===== config.mk =====
export PLATFORM = sky130hd
export DESIGN_NAME = dct8x8_quantize_zigzag
export DESIGN_NICKNAME = d
export VERILOG_FILES = /design/src/dqz_pkg.sv /design/src/dqz_mac.sv /design/src/dqz_div.sv /design/src/dct8x8_quantize_zigzag.sv
export SDC_FILE = /design/constraint.sdc
export NUM_CORES = 2
export LEC_CHECK = 0
export BUFFER_PORTS_ARGS = -buffer_cell sky130_fd_sc_hd__buf_2
export CAP_MARGIN = 20
export CORE_MARGIN = 3
export CORE_UTILIZATION = 60
export CTS_BUF_LIST = sky130_fd_sc_hd__clkbuf_8
export CTS_CLUSTER_DIAMETER = 150
export CTS_CLUSTER_SIZE = 14
export DETAILED_ROUTE_END_ITERATION = 7
export PLACE_DENSITY = 0.76
export SLEW_MARGIN = 20
export SYNTH_ARGS = -nofsm -noshare
export SYNTH_HDL_FRONTEND = slang
export SYNTH_SLANG_ARGS = --single-unit

===== constraint.sdc =====
create_clock -name clk -period 15.29 [get_ports clk]
set_input_delay 0.7645 -clock clk [delete_from_list [all_inputs] [get_ports clk]]
set_output_delay 0.7645 -clock clk [all_outputs]
set_load 0.02 [all_outputs]

===== src/dqz_pkg.sv =====
// Shared constants, tables and types of the 8x8 DCT quantizer.
package dqz_pkg;

  localparam int COS_FRAC_BITS = 14;
  localparam int ROW_FRAC_BITS = 7;
  localparam int COS_SHIFT     = 16 - COS_FRAC_BITS;
  localparam int ROW_SHIFT     = COS_FRAC_BITS - ROW_FRAC_BITS;
  localparam int PIX_W         = 8;
  localparam int SMP_W         = 9;
  localparam int ROW_W         = 18;
  localparam int WGT_W         = COS_FRAC_BITS + 1;
  localparam int PROD_W        = ROW_W + WGT_W;
  localparam int ACC_W         = PROD_W + 3;
  localparam int Q_W           = 7;
  localparam int QUO_W         = 10;
  localparam int CNT_W         = $clog2(QUO_W);
  localparam int DEN_SHIFT     = ROW_FRAC_BITS + COS_FRAC_BITS;
  localparam int DIV_W         = DEN_SHIFT + Q_W + QUO_W;
  localparam int COEF_W        = 9;

  typedef struct packed {
    logic       v;
    logic       first;
    logic       last;
    logic [5:0] tag;
  } mac_ctl_t;

  localparam logic [15:0] COS_MAG16 [0:8] = '{
    16'd32768, 16'd32138, 16'd30274, 16'd27246, 16'd23170,
    16'd18205, 16'd12540, 16'd6393, 16'd0
  };

  localparam logic [6:0] Q50 [0:63] = '{
    7'd16, 7'd11, 7'd10, 7'd16, 7'd24, 7'd40, 7'd51, 7'd61,
    7'd12, 7'd12, 7'd14, 7'd19, 7'd26, 7'd58, 7'd60, 7'd55,
    7'd14, 7'd13, 7'd16, 7'd24, 7'd40, 7'd57, 7'd69, 7'd56,
    7'd14, 7'd17, 7'd22, 7'd29, 7'd51, 7'd87, 7'd80, 7'd62,
    7'd18, 7'd22, 7'd37, 7'd56, 7'd68, 7'd109, 7'd103, 7'd77,
    7'd24, 7'd35, 7'd55, 7'd64, 7'd81, 7'd104, 7'd113, 7'd92,
    7'd49, 7'd64, 7'd78, 7'd87, 7'd103, 7'd121, 7'd120, 7'd101,
    7'd72, 7'd92, 7'd95, 7'd98, 7'd112, 7'd100, 7'd103, 7'd99
  };

  // zigzag position -> {row i, column j}
  localparam logic [5:0] ZZ_IJ [0:63] = '{
    6'o00, 6'o01, 6'o10, 6'o20, 6'o11, 6'o02, 6'o03, 6'o12,
    6'o21, 6'o30, 6'o40, 6'o31, 6'o22, 6'o13, 6'o04, 6'o05,
    6'o14, 6'o23, 6'o32, 6'o41, 6'o50, 6'o60, 6'o51, 6'o42,
    6'o33, 6'o24, 6'o15, 6'o06, 6'o07, 6'o16, 6'o25, 6'o34,
    6'o43, 6'o52, 6'o61, 6'o70, 6'o71, 6'o62, 6'o53, 6'o44,
    6'o35, 6'o26, 6'o17, 6'o27, 6'o36, 6'o45, 6'o54, 6'o63,
    6'o72, 6'o73, 6'o64, 6'o55, 6'o46, 6'o37, 6'o47, 6'o56,
    6'o65, 6'o74, 6'o75, 6'o66, 6'o57, 6'o67, 6'o76, 6'o77
  };

  // 0.5*c(u)*cos((2x+1)u pi/16) with COS_FRAC_BITS fraction bits
  function automatic logic signed [WGT_W-1:0] cos_weight(input logic [2:0] u,
                                                         input logic [2:0] x);
    logic [7:0]       p;
    logic [4:0]       m;
    logic [16:0]      mag;
    logic [16:0]      rnd;
    logic             neg;
    logic [WGT_W-1:0] w;
    p   = {4'b0, x, 1'b1} * {5'b0, u};
    m   = p[4:0];
    neg = 1'b0;
    if (u == 3'd0) begin
      mag = 17'd23170;
    end else begin
      if (m > 5'd16) m = 5'd0 - m;
      if (m > 5'd8) begin
        mag = {1'b0, COS_MAG16[4'(5'd16 - m)]};
        neg = 1'b1;
      end else begin
        mag = {1'b0, COS_MAG16[4'(m)]};
      end
    end
    if (COS_SHIFT == 0) rnd = mag;
    else rnd = (mag + (17'd1 << (COS_SHIFT - 1))) >> COS_SHIFT;
    w = rnd[WGT_W-1:0];
    if (neg) w = -w;
    return $signed(w);
  endfunction

endpackage


===== src/dqz_mac.sv =====
// Shared multiply-accumulate unit: registered product, then accumulator.
module dqz_mac import dqz_pkg::*; (
  input  logic                    clk,
  input  logic                    rst,
  input  mac_ctl_t                ctl,
  input  logic signed [ROW_W-1:0] a,
  input  logic signed [WGT_W-1:0] b,
  output logic                    done,
  output logic [5:0]              done_tag,
  output logic signed [ACC_W-1:0] acc
);

  mac_ctl_t                 ctl1;
  logic signed [PROD_W-1:0] prod;
  logic signed [ACC_W-1:0]  prod_x;

  assign prod_x = ACC_W'(prod);

  always_ff @(posedge clk) begin
    prod <= a * b;
    if (rst) ctl1 <= '0;
    else ctl1 <= ctl;
    if (ctl1.v) begin
      acc <= ctl1.first ? prod_x : acc + prod_x;
    end
    done_tag <= ctl1.tag;
    if (rst) done <= 1'b0;
    else done <= ctl1.v & ctl1.last;
  end

endmodule


===== src/dqz_div.sv =====
// Restoring divider, one quotient bit per cycle, for quantization.
module dqz_div import dqz_pkg::*; (
  input  logic             clk,
  input  logic             rst,
  input  logic             start,
  input  logic [DIV_W-1:0] dividend,
  input  logic [Q_W-1:0]   qv,
  output logic             done,
  output logic [QUO_W-1:0] quo
);

  logic [DIV_W-1:0] rem;
  logic [DIV_W-1:0] dsr;
  logic [CNT_W-1:0] cnt;
  logic             busy;

  always_ff @(posedge clk) begin
    if (rst) begin
      busy <= 1'b0;
      done <= 1'b0;
    end else begin
      done <= 1'b0;
      if (start) begin
        busy <= 1'b1;
      end else if (busy && cnt == '0) begin
        busy <= 1'b0;
        done <= 1'b1;
      end
    end
    if (start) begin
      rem <= dividend;
      dsr <= DIV_W'(qv) << (DEN_SHIFT + QUO_W - 1);
      cnt <= CNT_W'(QUO_W - 1);
      quo <= '0;
    end else if (busy) begin
      if (rem >= dsr) begin
        rem <= rem - dsr;
        quo <= {quo[QUO_W-2:0], 1'b1};
      end else begin
        quo <= {quo[QUO_W-2:0], 1'b0};
      end
      dsr <= dsr >> 1;
      cnt <= cnt - 1'b1;
    end
  end

endmodule


===== src/dct8x8_quantize_zigzag.sv =====
// Top level: 8x8 forward DCT, Q50 quantizer and zigzag reorder.
//
// Input channel (in_valid, in_stall, pixel): 64 samples of one block in
// row-major order, one request per sample. in_stall is low only while the
// block is collecting samples.
// Output channel (out_valid, out_stall, coefficient, zigzag_position, last):
// 64 quantized coefficients in zigzag order; last marks position 63.
// When the receiver holds out_stall high, the current coefficient and its
// position stay on the ports and all computation waits.
// After the 64th sample: a row pass of 512 products through the shared MAC,
// then per coefficient 8 products through the MAC pipeline, a bit-serial
// quantize division and the output step. The single multiplier and the
// bit-serial quantize divider limit the throughput; samples of a new block
// are taken only after the last coefficient of the current block has left.
// Register 0 (APB byte address 0): bit 0 enables the level shift of -128.
// Reset (rst, synchronous): block starts empty, level shift off. The sample
// and row stores are not cleared; each entry is written before it is read.
module dct8x8_quantize_zigzag import dqz_pkg::*; (
  input  logic                     clk,
  input  logic                     rst,
  input  logic                     psel,
  input  logic                     penable,
  input  logic                     pwrite,
  input  logic [2:0]               paddr,
  input  logic [31:0]              pwdata,
  output logic [31:0]              prdata,
  output logic                     pready,
  input  logic                     in_valid,
  output logic                     in_stall,
  input  logic [PIX_W-1:0]         pixel,
  output logic                     out_valid,
  input  logic                     out_stall,
  output logic signed [COEF_W-1:0] coefficient,
  output logic [5:0]               zigzag_position,
  output logic                     last
);

  localparam logic [2:0] REG_LEVEL_SHIFT = 3'd0;

  localparam logic [2:0] S_LOAD  = 3'd0;
  localparam logic [2:0] S_ROW   = 3'd1;
  localparam logic [2:0] S_DRAIN = 3'd2;
  localparam logic [2:0] S_CMAC  = 3'd3;
  localparam logic [2:0] S_CWAIT = 3'd4;
  localparam logic [2:0] S_CDIV  = 3'd5;
  localparam logic [2:0] S_OUT   = 3'd6;

  logic [2:0] state;
  logic [5:0] loaded;
  logic [8:0] term;      // row pass {y, j, x}
  logic [5:0] k;         // zigzag position in column pass
  logic [2:0] ycnt;
  logic       lse;
  logic       neg;

  logic [PIX_W-1:0] sample_store [0:63];
  logic [ROW_W-1:0] row_store [0:63];

  // APB register
  assign pready = 1'b1;
  always_ff @(posedge clk) begin
    if (rst) lse <= 1'b0;
    else if (psel && penable && pwrite && pready && paddr == REG_LEVEL_SHIFT) lse <= pwdata[0];
  end
  assign prdata = (paddr == REG_LEVEL_SHIFT) ? {31'b0, lse} : 32'b0;

  assign in_stall  = (state != S_LOAD);
  assign out_valid = (state == S_OUT);

  // issue side of the MAC pipeline
  logic [5:0]              ij;
  logic [5:0]              smp_addr;
  logic [5:0]              row_addr;
  logic signed [WGT_W-1:0] wgt;
  mac_ctl_t                ctl_iss;

  assign ij       = ZZ_IJ[k];
  assign smp_addr = {term[8:6], term[2:0]};
  assign row_addr = {ycnt, ij[2:0]};

  always_comb begin
    ctl_iss = '0;
    wgt     = cos_weight(ij[5:3], ycnt);
    if (state == S_ROW) begin
      wgt           = cos_weight(term[5:3], term[2:0]);
      ctl_iss.v     = 1'b1;
      ctl_iss.first = (term[2:0] == 3'd0);
      ctl_iss.last  = (term[2:0] == 3'd7);
      ctl_iss.tag   = {term[8:6], term[5:3]};
    end else if (state == S_CMAC) begin
      ctl_iss.v     = 1'b1;
      ctl_iss.first = (ycnt == 3'd0);
      ctl_iss.last  = (ycnt == 3'd7);
      ctl_iss.tag   = k;
    end
  end

  // memory read stage
  logic [PIX_W-1:0]        smp_rd;
  logic [ROW_W-1:0]        row_rd;
  mac_ctl_t                ctl0;
  logic signed [WGT_W-1:0] w0;
  logic                    col0;

  always_ff @(posedge clk) begin
    smp_rd <= sample_store[smp_addr];
    row_rd <= row_store[row_addr];
    w0     <= wgt;
    col0   <= (state == S_CMAC);
    if (rst) ctl0 <= '0;
    else ctl0 <= ctl_iss;
  end

  logic [SMP_W-1:0]        smp_s;
  logic signed [ROW_W-1:0] mac_a;

  assign smp_s = {1'b0, smp_rd} - (lse ? SMP_W'(128) : SMP_W'(0));
  assign mac_a = col0 ? $signed(row_rd) : $signed({{(ROW_W-SMP_W){smp_s[SMP_W-1]}}, smp_s});

  logic                    mac_done;
  logic [5:0]              mac_tag;
  logic signed [ACC_W-1:0] mac_acc;

  dqz_mac u_mac (
    .clk      (clk),
    .rst      (rst),
    .ctl      (ctl0),
    .a        (mac_a),
    .b        (w0),
    .done     (mac_done),
    .done_tag (mac_tag),
    .acc      (mac_acc)
  );

  // magnitude of the accumulator, for both rounding and quantizing
  logic [ACC_W-1:0] acc_mag;
  logic [ACC_W-1:0] row_mag;
  logic [ROW_W-1:0] row_val;

  assign acc_mag = mac_acc[ACC_W-1] ? ACC_W'(-mac_acc) : ACC_W'(mac_acc);
  assign row_mag = (acc_mag + (ACC_W'(1) << (ROW_SHIFT - 1))) >> ROW_SHIFT;
  assign row_val = mac_acc[ACC_W-1] ? ROW_W'(-row_mag) : row_mag[ROW_W-1:0];

  always_ff @(posedge clk) begin
    if (state == S_LOAD && in_valid) sample_store[loaded] <= pixel;
    if (mac_done && (state == S_ROW || state == S_DRAIN)) row_store[mac_tag] <= row_val;
  end

  // quantize: (|D| + den/2) / den, den = Q50 << DEN_SHIFT
  logic [Q_W-1:0]   qv;
  logic [DIV_W-1:0] dividend;
  logic             div_start;
  logic             div_done;
  logic [QUO_W-1:0] quo;

  assign qv        = Q50[ij];
  assign dividend  = DIV_W'(acc_mag) + (DIV_W'(qv) << (DEN_SHIFT - 1));
  assign div_start = (state == S_CWAIT) && mac_done;

  dqz_div u_div (
    .clk      (clk),
    .rst      (rst),
    .start    (div_start),
    .dividend (dividend),
    .qv       (qv),
    .done     (div_done),
    .quo      (quo)
  );

  logic [COEF_W-1:0] coef_next;
  always_comb begin
    if (neg) begin
      coef_next = (quo > QUO_W'(256)) ? COEF_W'(256) : COEF_W'(quo);
      coef_next = -coef_next;
    end else begin
      coef_next = (quo > QUO_W'(255)) ? COEF_W'(255) : COEF_W'(quo);
    end
  end

  // sequencer
  always_ff @(posedge clk) begin
    if (rst) begin
      state  <= S_LOAD;
      loaded <= '0;
      term   <= '0;
      k      <= '0;
      ycnt   <= '0;
    end else begin
      case (state)
        S_LOAD: begin
          if (in_valid) begin
            loaded <= loaded + 1'b1;
            if (loaded == 6'd63) begin
              state <= S_ROW;
              term  <= '0;
            end
          end
        end
        S_ROW: begin
          term <= term + 1'b1;
          if (term == 9'd511) state <= S_DRAIN;
        end
        S_DRAIN: begin
          if (mac_done && mac_tag == 6'd63) begin
            state <= S_CMAC;
            k     <= '0;
            ycnt  <= '0;
          end
        end
        S_CMAC: begin
          ycnt <= ycnt + 1'b1;
          if (ycnt == 3'd7) state <= S_CWAIT;
        end
        S_CWAIT: begin
          if (mac_done) state <= S_CDIV;
        end
        S_CDIV: begin
          if (div_done) state <= S_OUT;
        end
        S_OUT: begin
          if (!out_stall) begin
            if (k == 6'd63) begin
              state <= S_LOAD;
            end else begin
              k     <= k + 1'b1;
              ycnt  <= '0;
              state <= S_CMAC;
            end
          end
        end
        default: state <= S_LOAD;
      endcase
    end
  end

  always_ff @(posedge clk) begin
    if (div_start) neg <= mac_acc[ACC_W-1];
    if (state == S_CDIV && div_done) begin
      coefficient     <= $signed(coef_next);
      zigzag_position <= k;
      last            <= (k == 6'd63);
    end
  end

  // never take samples while a coefficient is offered
  a_no_overlap: assert property (@(posedge clk) disable iff (rst)
    !in_stall |-> !out_valid) else $error("input taken while output valid");

  a_last_pos: assert property (@(posedge clk) disable iff (rst)
    (out_valid && last) |-> zigzag_position == 6'd63) else $error("last flag misplaced");

  a_div_done: assert property (@(posedge clk) disable iff (rst)
    div_done |-> state == S_CDIV) else $error("divider result outside quantize step");

  a_mac_col: assert property (@(posedge clk) disable iff (rst)
    (state == S_CWAIT && mac_done) |-> mac_tag == k) else $error("column sum tag mismatch");

endmodule

==> results.txt <==
Slew headroom -> 12.0%
Main synth FF type -> edfxtp_1
DRC viols -> 0
antenna violations before repair -> 3
final period utilization -> 62.7%
CTS resizes -> 0
Mapped Area -> 94200 µm²
Placer Congestion -> 0.881
RSZ-0062 raised after global routing -> no
fin worst setup slack -> 5700 ps
reg2reg setup slack -> 5700 ps
WHS Endpoint -> lse
Port Buffers -> 37
ys async rst share -> 0%
Final Hold Viols -> 0
TritonCTS clock tree -> built
CP startpoint -> k[0]
area grow syn2layout -> 5.82%
static leakage -> 34.7 nW
clock buffer count from CTS -> 156
Overall Global Routing Usage -> 27.7%
global-route wire length before repair -> 340000 µm
Skew-Pair Late Insertion Delay -> 960 ps
H-tree levels -> 4
Initial Util -> 60.8%
average footprint of a synthesized cell -> 14.0 µm²
CTS max path bufs -> 3
Site Rows -> 144
largest cells by area after synthesis -> edfxtp_1, mux4_2, fa_1, dfxtp_1, ha_1
Starting DRT DRC Count -> 6737
Finish-stage setup viols -> 0
largest net degree at the start of global routing -> 104
fmax -> 104 MHz
Worst R2R Start -> k[0]
fillers -> 11000
post-synthesis register bit count -> 1936
path type of the worst setup path -> reg -> reg
Worst-path clk slew -> 110 ps
Least-Margin Pin Slew -> 1290 ps
hold buffers post-CTS -> 1
Final Skew -> 58.5 ps
outcome -> finished, final reports clean
CP arrival -> 10410 ps
reg2reg end -> w0[13]
Synth top area share -> 56.2%
Worst Path Max Fanout -> 33
final wirelength -> 224000 µm
post-route ant nets -> 0
distinct cell type count after synthesis -> 101
Root Driver -> clkbuf_8
Post-Synthesis Cells -> 6745
Tmin final -> 9590 ps
Register-to-Register Path Depth -> 27
die extent in x -> 402 µm
CTS Sinks -> 1936
Pre-antenna DRT Iters -> 6
min-delay worst type -> in -> reg
total core area -> 155000 µm²
worst path required time -> 16100 ps
postcts setup bufs -> 0
post-place setup slack -> 5890 ps
Die Ht -> 402 µm
Die ar. -> 162000 µm²
EDFF count, synth -> 1762
PwrDens -> 141 nW/µm²
routed vias -> 56700
post-detail-place hpwl -> 141000 µm
number of global-route vias before repair -> 56200
Synth area leader -> edfxtp_1
Critical Path Source Type -> register
Max VDD drop -> 0.000509 V
layout cell share with drive strength beyond 1 -> 13.0%
Hold Crit Depth -> 4
Final TNS setup -> 0 ps
global route overflow -> 0
hold_sp -> penable
Crit. End Element -> register
Vias/cell -> 6.39
maxcap violations -> 0
WL/cell -> 25.2 µm
synth warn -> 0
sequential share of the synthesized area -> 59.9%
Pins Over Slew Limit -> 0
nets@finish -> 7271
I/O pins -> 101
## cell families (layout without fill, tap and decap cells)
family          after synthesis  after routing  synth area share [%]
compound gates             1012           1012                  7.13
other cells                   2             34               0.00797
xor+xnor                    227            227                  2.14
fa+ha+maj                   494            494                  8.71
buf+inv                     809            862                  3.39
mux                         544            544                  10.5
flops                      1936           1936                  59.9
simple gates               1721           1721                  8.28
## metrics by stage
stage / cell area, µm² / util [%] / hold WS, ps / total power, mW / instances
6_report: 99700 / 64.3 / 184 / 14.0 / 8874
3_5_place_dp: 96900 / 62.6 / 313 / 11.5 / 8611
5_1_grt: 99700 / 64.3 / 163 / 14.9 / 8873
2_1_floorplan: 94300 / - / 310 / 10.3 / 6775
4_1_cts: 99600 / 64.3 / 72.9 / 14.1 / 8871
3_3_place_gp: 96900 / 62.6 / 314 / 11.3 / 8611
## synth_stat cells, drive strengths merged (68+ instances only)
| cell | number |
|---|---|
| a21oi | 284 |
| and2 | 104 |
| buf | 120 |
| clkbuf | 266 |
| dfxtp | 174 |
| edfxtp | 1762 |
| fa | 270 |
| ha | 224 |
| inv | 420 |
| mux2i | 174 |
| mux4 | 350 |
| nand2 | 747 |
| nand3 | 68 |
| nor2 | 407 |
| nor3 | 94 |
| o21ai | 199 |
| xnor2 | 143 |
| xor2 | 82 |
## layout by cell type (no fill, tap or decap), drive strengths merged, types with 178 or more instances in the layout
master | synthesis | routed
o21ai | 199 | 199
a21oi | 284 | 284
fa | 270 | 270
mux4 | 350 | 350
inv | 420 | 519
buf | 120 | 178
nor2 | 407 | 407
nand2 | 747 | 747
ha | 224 | 224
edfxtp | 1762 | 1762
## cell type report
type | count | area (µm²) | area share (%)
well taps | 2044 | 2560 | 2.57
multi-input cells | 4030 | 35100 | 35.2
clock buffers | 157 | 2160 | 2.17
inverters | 423 | 1600 | 1.60
clock inverters | 102 | 531 | 0.532
repair buffers | 180 | 1320 | 1.32
diodes | 2 | 5.00 | 0.00502
flip-flops and latches | 1936 | 56400 | 56.6
## how the worst max path moves through the flow
stage                         to  slack, ps
after floorplan           w0[13]       6560
after global placement    w0[13]       5940
after detailed placement  w0[13]       5890
after CTS                 w0[13]       5790
after global routing      w0[13]       5110
final                     w0[13]       5700
## where the power goes
part	total, mW	switching, mW	internal (mW)
sequential	6.29	0.132	6.16
clock	2.66	1.68	0.977
combinational	5.07	2.94	2.13
## routing by layer
layer | vias up | wire [µm] | track usage, %
li1 | 24800 | - | -
met1 | 28700 | 87600 | 38.8
met2 | 2711 | 107000 | 44.4
met3 | 440 | 21000 | 5.32
met4 | 2 | 7930 | 9.23
met5 | - | 13 | 0
## worst max-delay path, stage by stage, from the launching register on
cell and delay [ps]:
dfxtp_1 810, inv_1 310, ha_1 540, inv_1 60, mux4_2 450, o32a_1 230, and2_1 170, inv_2 450
nor2_1 110, fa_1 460, ha_1 230, fa_1 370, xnor2_1 330, a2111oi_4 110, o2111a_1 450, or4_1 580
nand2_1 320, inv_1 160, ha_1 500, inv_1 230, nor4_1 410, o311ai_1 290, or2_2 380, o41a_1 410
a2111oi_2 370, and3_2 300, mux2i_1 80, or3_1 340
## sequential cells by signal, summed over array words and instances, names as in the netlist, 8 cells and up
name          count
row_store      1152
sample_store    512
smp_rd            8
u_mac.ctl1        9
u_div.rem        38
w0               15
ctl0              9
u_mac.acc        36
coefficient       9
row_rd           18
u_mac.prod       33
term              9
u_div.dsr        37
u_div.quo        10
Note: power is estimated with default switching activity, not from simulation.
